## src/vwd_pkg.sv

```systemverilog
// ----------------------------------------------------------------
// vwd_pkg
// request and response types, codes and control structs
// ----------------------------------------------------------------
package vwd_pkg;

	typedef enum logic [1:0] {
		OP_LOAD  = 2'd0,
		OP_REMAP = 2'd1,
		OP_READ  = 2'd2,
		OP_CLEAR = 2'd3
	} op_t;

	localparam logic [1:0] ST_OK    = 2'd0;
	localparam logic [1:0] ST_FULL  = 2'd1;
	localparam logic [1:0] ST_RANGE = 2'd2;

	localparam logic REG_WORDS_PER_VERTEX = 1'b0;

	typedef struct packed {
		op_t         operation;
		logic [31:0] data_word;
		logic        word_last;
		logic [11:0] vertex_index;
		logic [4:0]  word_index;
	} req_t;

	typedef struct packed {
		logic [11:0] welded_index;
		logic        is_new;
		logic [12:0] unique_count;
		logic [31:0] read_word;
		logic [1:0]  status;
	} rsp_t;

	typedef struct packed {
		logic load_word;
		logic cmp_issue;
		logic cmp_check;
		logic copy_step;
		logic remap_issue;
		logic read_issue;
		logic clear;
		logic set_full;
		logic set_range;
		logic out_load;
	} cmd_t;

	typedef struct packed {
		logic load_done;
		logic full;
		logic remap_ok;
		logic read_ok;
		logic k_done;
		logic word_eq;
		logic i_last;
		logic copy_last;
	} sts_t;

endpackage

```

## src/vwd_ctrl.sv

```systemverilog
// ----------------------------------------------------------------
// vwd_ctrl
// sequencer for load, compare, append, remap, read, clear and response handoff
// ----------------------------------------------------------------
module vwd_ctrl
	import vwd_pkg::*;
(
	input  logic clk,
	input  logic arst_n,
	input  logic req_valid,
	input  op_t  op,
	output logic req_stall,
	output logic rsp_valid,
	input  logic rsp_stall,
	input  sts_t sts,
	output cmd_t cmd
);

	typedef enum logic [2:0] {
		S_IDLE,
		S_ISSUE,
		S_CHECK,
		S_COPY,
		S_EMIT
	} state_t;

	state_t state_q;
	logic   rsp_valid_q;
	logic   accept;

	assign req_stall = (state_q != S_IDLE);
	assign rsp_valid = rsp_valid_q;
	assign accept    = req_valid && (state_q == S_IDLE);

	always_comb begin
		cmd = '0;
		unique case (state_q)
			S_IDLE: begin
				if (accept) begin
					unique case (op)
						OP_LOAD: begin
							cmd.load_word = 1'b1;
							cmd.set_full  = sts.load_done && sts.full;
						end
						OP_REMAP: begin
							cmd.remap_issue = sts.remap_ok;
							cmd.set_range   = !sts.remap_ok;
						end
						OP_READ: begin
							cmd.read_issue = sts.read_ok;
							cmd.set_range  = !sts.read_ok;
						end
						OP_CLEAR: cmd.clear = 1'b1;
						default: ;
					endcase
				end
			end
			S_ISSUE: cmd.cmp_issue = !sts.k_done;
			S_CHECK: cmd.cmp_check = 1'b1;
			S_COPY:  cmd.copy_step = 1'b1;
			S_EMIT:  cmd.out_load  = !rsp_valid_q || !rsp_stall;
			default: ;
		endcase
	end

	always_ff @(posedge clk or negedge arst_n) begin
		if (!arst_n) begin
			state_q     <= S_IDLE;
			rsp_valid_q <= 1'b0;
		end else begin
			if (cmd.out_load) begin
				rsp_valid_q <= 1'b1;
			end else if (rsp_valid_q && !rsp_stall) begin
				rsp_valid_q <= 1'b0;
			end
			unique case (state_q)
				S_IDLE: begin
					if (accept) begin
						if (op == OP_LOAD) begin
							if (sts.load_done) begin
								state_q <= sts.full ? S_EMIT : S_ISSUE;
							end
						end else begin
							state_q <= S_EMIT;
						end
					end
				end
				S_ISSUE: state_q <= sts.k_done ? S_COPY : S_CHECK;
				S_CHECK: state_q <= (sts.word_eq && sts.i_last) ? S_EMIT : S_ISSUE;
				S_COPY: begin
					if (sts.copy_last) begin
						state_q <= S_EMIT;
					end
				end
				S_EMIT: begin
					if (cmd.out_load) begin
						state_q <= S_IDLE;
					end
				end
				default: state_q <= S_IDLE;
			endcase
		end
	end

endmodule

```

## config.mk

```make
export PLATFORM = sky130hd
export DESIGN_NAME = vwd_ctrl
export DESIGN_NICKNAME = d
export VERILOG_FILES = /design/src/vwd_pkg.sv /design/src/vwd_ctrl.sv
export SDC_FILE = /design/constraint.sdc
export NUM_CORES = 1
export LEC_CHECK = 0
export BUFFER_PORTS_ARGS = -buffer_cell sky130_fd_sc_hd__buf_4
export CAP_MARGIN = 10
export CORE_AREA = 4 4 41 43
export DETAILED_ROUTE_END_ITERATION = 10
export DIE_AREA = 0 0 45 47
export PLACE_DENSITY_LB_ADDON = 0.12
export SETUP_SLACK_MARGIN = 0.15
export SLEW_MARGIN = 20
export SYNTH_ARGS = -nofsm -noshare
export SYNTH_HDL_FRONTEND = slang
export SYNTH_SLANG_ARGS = --single-unit
```

## constraint.sdc

```tcl
create_clock -name clk -period 2.6 [get_ports clk]
set_input_delay 0.52 -clock clk [delete_from_list [all_inputs] [get_ports clk]]
set_output_delay 0.52 -clock clk [all_outputs]
set_load 0.005 [all_outputs]
```

After elaboration in Yosys (flattened, before gate mapping)
Index checks and enable logic that the tools add are counted.

Bits of input ports: 14. Logic and storage cells: 53. Output and inout port bits: 12. Flip-flop bits (word level): 4.

Equality and inequality tests: 11. Reductions and logical operators: 15. Muxes and demuxes: 25.

Operators by type and width (count): 3-bit two-way mux (7); 3-bit one-hot mux with 5 select lines (1); 1-bit two-way mux (14); 5-bit two-way mux (2); 3-bit by 2-bit equality test with 1-bit output, second input constant (2); 2-bit != test, second input constant (3); 1-bit logical NOT (5); 2-bit equality test, second input constant (2); 1-bit logical AND (4); 4-bit AND reduction (1); 3-bit by 1-bit equality test with 1-bit output, second input constant (1); 3-bit equality test, second input constant (1); 3-bit logical NOT (1); 3-bit != test, second input constant (1); 3-bit nonzero test (1); 2-bit by 1-bit equality test with 1-bit output, second input constant (1); 2-bit logical NOT (1); 1-bit one-hot mux with 2 select lines (1); 2-bit nonzero test (1); 1-bit logical OR (1).

Longest topological paths before layout
Word-level depth: 5. Depth in mapped cells: 5. Gate-level depth less buffers: 5.

Worst setup path after synthesis
No wires, ideal clock.

Path type: register to output. Start: register state_q[0]. End: output cmd[2] (netlist name). Stages on the path, launching flop included: 4. Arrival: 1.115 ns. Slack: 0.965 ns. Data required time: 2.080 ns. Buffers on the path: 0. Cell sequence: dfrtp_1 > nor4b_4 > and2_4 > and3_1.

RTL lines: start: declaration (line vwd_ctrl.sv:27) `state_t state_q;`; start signal: assignment (line vwd_ctrl.sv:81) `state_q <= sts.full ? S_EMIT : S_ISSUE;`; start signal: assignment (line vwd_ctrl.sv:88) `S_ISSUE: state_q <= sts.k_done ? S_COPY : S_CHECK;`; start signal: assignment (line vwd_ctrl.sv:89) `S_CHECK: state_q <= (sts.word_eq && sts.i_last) ? S_EMIT : S_ISSUE;`; end: declaration (line vwd_ctrl.sv:16) `output cmd_t cmd`.

==> impl_metrics.csv <==
group,metric,value,unit
clocking,cts_buffers,3,
clocking,ctsHoldBuffers,0,
setup_path,cp-start-kind,"flip-flop",
setup_path,cp.arrival,1.51,ns
sta,finClkSkew,0.00316,ns
yosys,synth_top_family_by_area,"simple AND/OR/NAND/NOR gates",
sta,setup-violations-final,0,
grt,grt_overflow,0,
setup_path,reg2reg_slack,1.37,ns
sta,rsz0062_at_grt,"no",
setup_path,cp_data_required_time,2.08,ns
placement,place_congestion,0.745,
sta,relSlewSlack,81.0,%
clocking,cts_resized,0,
route,routedWlPerCell,11.2,um
pwr,ir_worst_vdd,0.000399,V
pwr,switching_share,35.2,%
sta,min_period,2.03,ns
yosys,synth_compound_area_share,15.7,%
yosys,synth_adder_area_share,15.7,%
setup_path,r2r_start,"state_q[0]",
route,wirelength,1.00,mm
pwr,p_leak,0.000333,uW
clocking,clockRootBuffer,"clkbuf_4",
clocking,clk_pin_slew,0.04,ns
clocking,post_cts_buffers,0,
floorplanning,row_count,13,
floorplanning,core,0.00130,mm2
setup_path,r2r_end,"state_q[0]",
yosys,syn_nets,65,
job,cap_violations,0,
sta,tightest_slew,0.284,ns
final_layout,final_area,627,um2
placement,port_buffers,25,
grt,antenna_found_initial,0,
pwr,pwr-share-clk,20.1,%
floorplanning,die_w,45,um
final_layout,final_common_cell,"buf_4",
placement,dp_slack,0.722,ns
route,vias,424,
pwr,p_comb_share,48.1,%
floorplanning,start_util,30.6,%
clocking,clock-sinks,4,
status,status,"finished, final reports clean",
final_layout,area_delta_synth_final,57.5,%
final_layout,antennaDiodeCount,0,
route,drc,0,
clocking,cts_buffer_depth,2,
sta,fmax,492,MHz
grt,grt_max_degree,9,
final_layout,layout_common_cells,"25 x buf_4, 5 x ha_1, 4 x inv_1, 4 x dfrtp_1",
yosys,syn_area,398,um2
yosys,ys_seq_area_share,25.2,%
clocking,htree_num_levels,1,
setup_path,path_max_fanout,8,
final_layout,fillers,139,
pwr,pwr-share-seq,31.8,%
floorplanning,die_area,0.00212,mm2
yosys,synth-simple-area-share,38.7,%
yosys,syn_inst,46,
pwr,power_density,591,mW/mm2
setup_path,critPathCaptureType,"output port",
clocking,clk_latency,0.23,ns
pwr,intPower,240,uW
yosys,synth-xor-area-share,0,%
grt,grt_pass1_wl,1.70,mm
sta,fin_crit_sh,78.1,%
pwr,p_sw,130,uW
final_layout,nets,95,
clocking,tritoncts,"yes",
grt,grt_pass1_vias,429,
route,postRouteAntennaNets,0,
yosys,synth_top_area_share,25.2,%
yosys,yosysWarningCount,0,
placement,dp.final_hpwl,841,um
setup_path,worst_r2r_path_depth,3,
yosys,avgSynthCellArea,8.65,um2
yosys,synthTopCellsByArea,"dfrtp_1 25%, ha_1 16%, nor4b_4 6.0%",
yosys,synth_mux_area_share,0,%
sta,worst_slack,0.568,ns
final_layout,drive_above_1_share,48.6,%
setup_path,worstSetupPathType,"reg2out",
route,drtPass1Iterations,2,
sta,final-max-slew-violation-count,0,
sta,fin_tns_setup,0,ns
floorplanning,ios,26,
route,via_per_inst,4.76,
floorplanning,chipHeight,47,um
min_path,hp-class,"in2async",
yosys,ys_ff_latch,4,
placement,placed_area,604,um2
sta,finalHoldViolCount,0,
yosys,yosysUniqueCellTypes,23,
route,drt_iter0_markers,3,
yosys,yosys.area.top_type,"dfrtp_1",
grt,grt_usage,10.9,%
registers in the layout, summed over array words and instances, names as in the netlist:
signal and count:
state_q 3, rsp_valid 1
cell usage after synthesis, drive strengths merged:
| master | instances |
|---|---|
| a2bb2oi | 2 |
| nor2 | 3 |
| nand2 | 3 |
| and3 | 4 |
| nor2b | 1 |
| a21oi | 3 |
| inv | 5 |
| a211oi | 1 |
| nor4b | 2 |
| nor3 | 3 |
| o22ai | 1 |
| o32ai | 1 |
| and2 | 2 |
| or3 | 2 |
| dfrtp | 4 |
| nand2b | 3 |
| ha | 5 |
| o31ai | 1 |
cell type report:
cell class / count / area [um2] / share of cell area (%)
Multi-Input combinational cell: 37 / 279 / 44.5
Clock buffer: 3 / 22.5 / 3.59
Sequential cell: 4 / 100 / 16.0
Tap cell: 15 / 18.8 / 2.99
Timing Repair Buffer: 25 / 188 / 29.9
Inverter: 5 / 18.8 / 2.99
kinds of logic after synthesis:
group,Yosys count
and+or+nand+nor,23
DFF,4
adders and majority gates,5
AOI/OAI and AO/OA,9
buffers and inverters,5
power groups by stage:
stage	sequential (uW)	combinational, uW	clock, uW
final	118	178	74.5
after global routing	123	202	83.4
after CTS	118	181	78.1
after detailed placement	118	180	0
after global placement	119	180	0
after floorplan	112	93.1	0
worst max-delay path, cell delays in order, from the launching register on:
cell	delay [ns]
dfrtp_1	0.46
nor4b_4	0.38
and2_4	0.20
and3_1	0.15
buf_4	0.10
stage by stage:
| stage | std cells | hold WS, ns | power [uW] | util [%] |
|---|---|---|---|---|
| after detailed placement | 86 | 0.317 | 298 | 46.4 |
| after global routing | 89 | 0.0648 | 409 | 48.2 |
| after floorplan | 46 | 0.224 | 205 | - |
| after global placement | 86 | 0.317 | 299 | 46.4 |
| final | 89 | 0.0750 | 370 | 48.2 |
| after CTS | 89 | 0.0684 | 377 | 48.2 |
worst max path at each step:
stage | cells after the start | endpoint | startpoint | slack [ns]
after global routing | 4 | cmd[2] | state_q[0] | 0.46
after CTS | 4 | cmd[2] | state_q[0] | 0.54
after floorplan | 3 | cmd[2] | state_q[0] | 0.96
after detailed placement | 7 | cmd[1] | op[0] | 0.72
after global placement | 7 | cmd[1] | op[0] | 0.74
final | 4 | cmd[2] | state_q[0] | 0.57
per-layer routing:
metal	track usage, %	vias up	wire [um]
li1	-	220	-
met2	17.5	12	521
met3	3.45	0	81
met4	7.02	0	0
met1	12.6	192	397
met5	0	-	0
No activity file was read; power rests on OpenSTA's default activity.
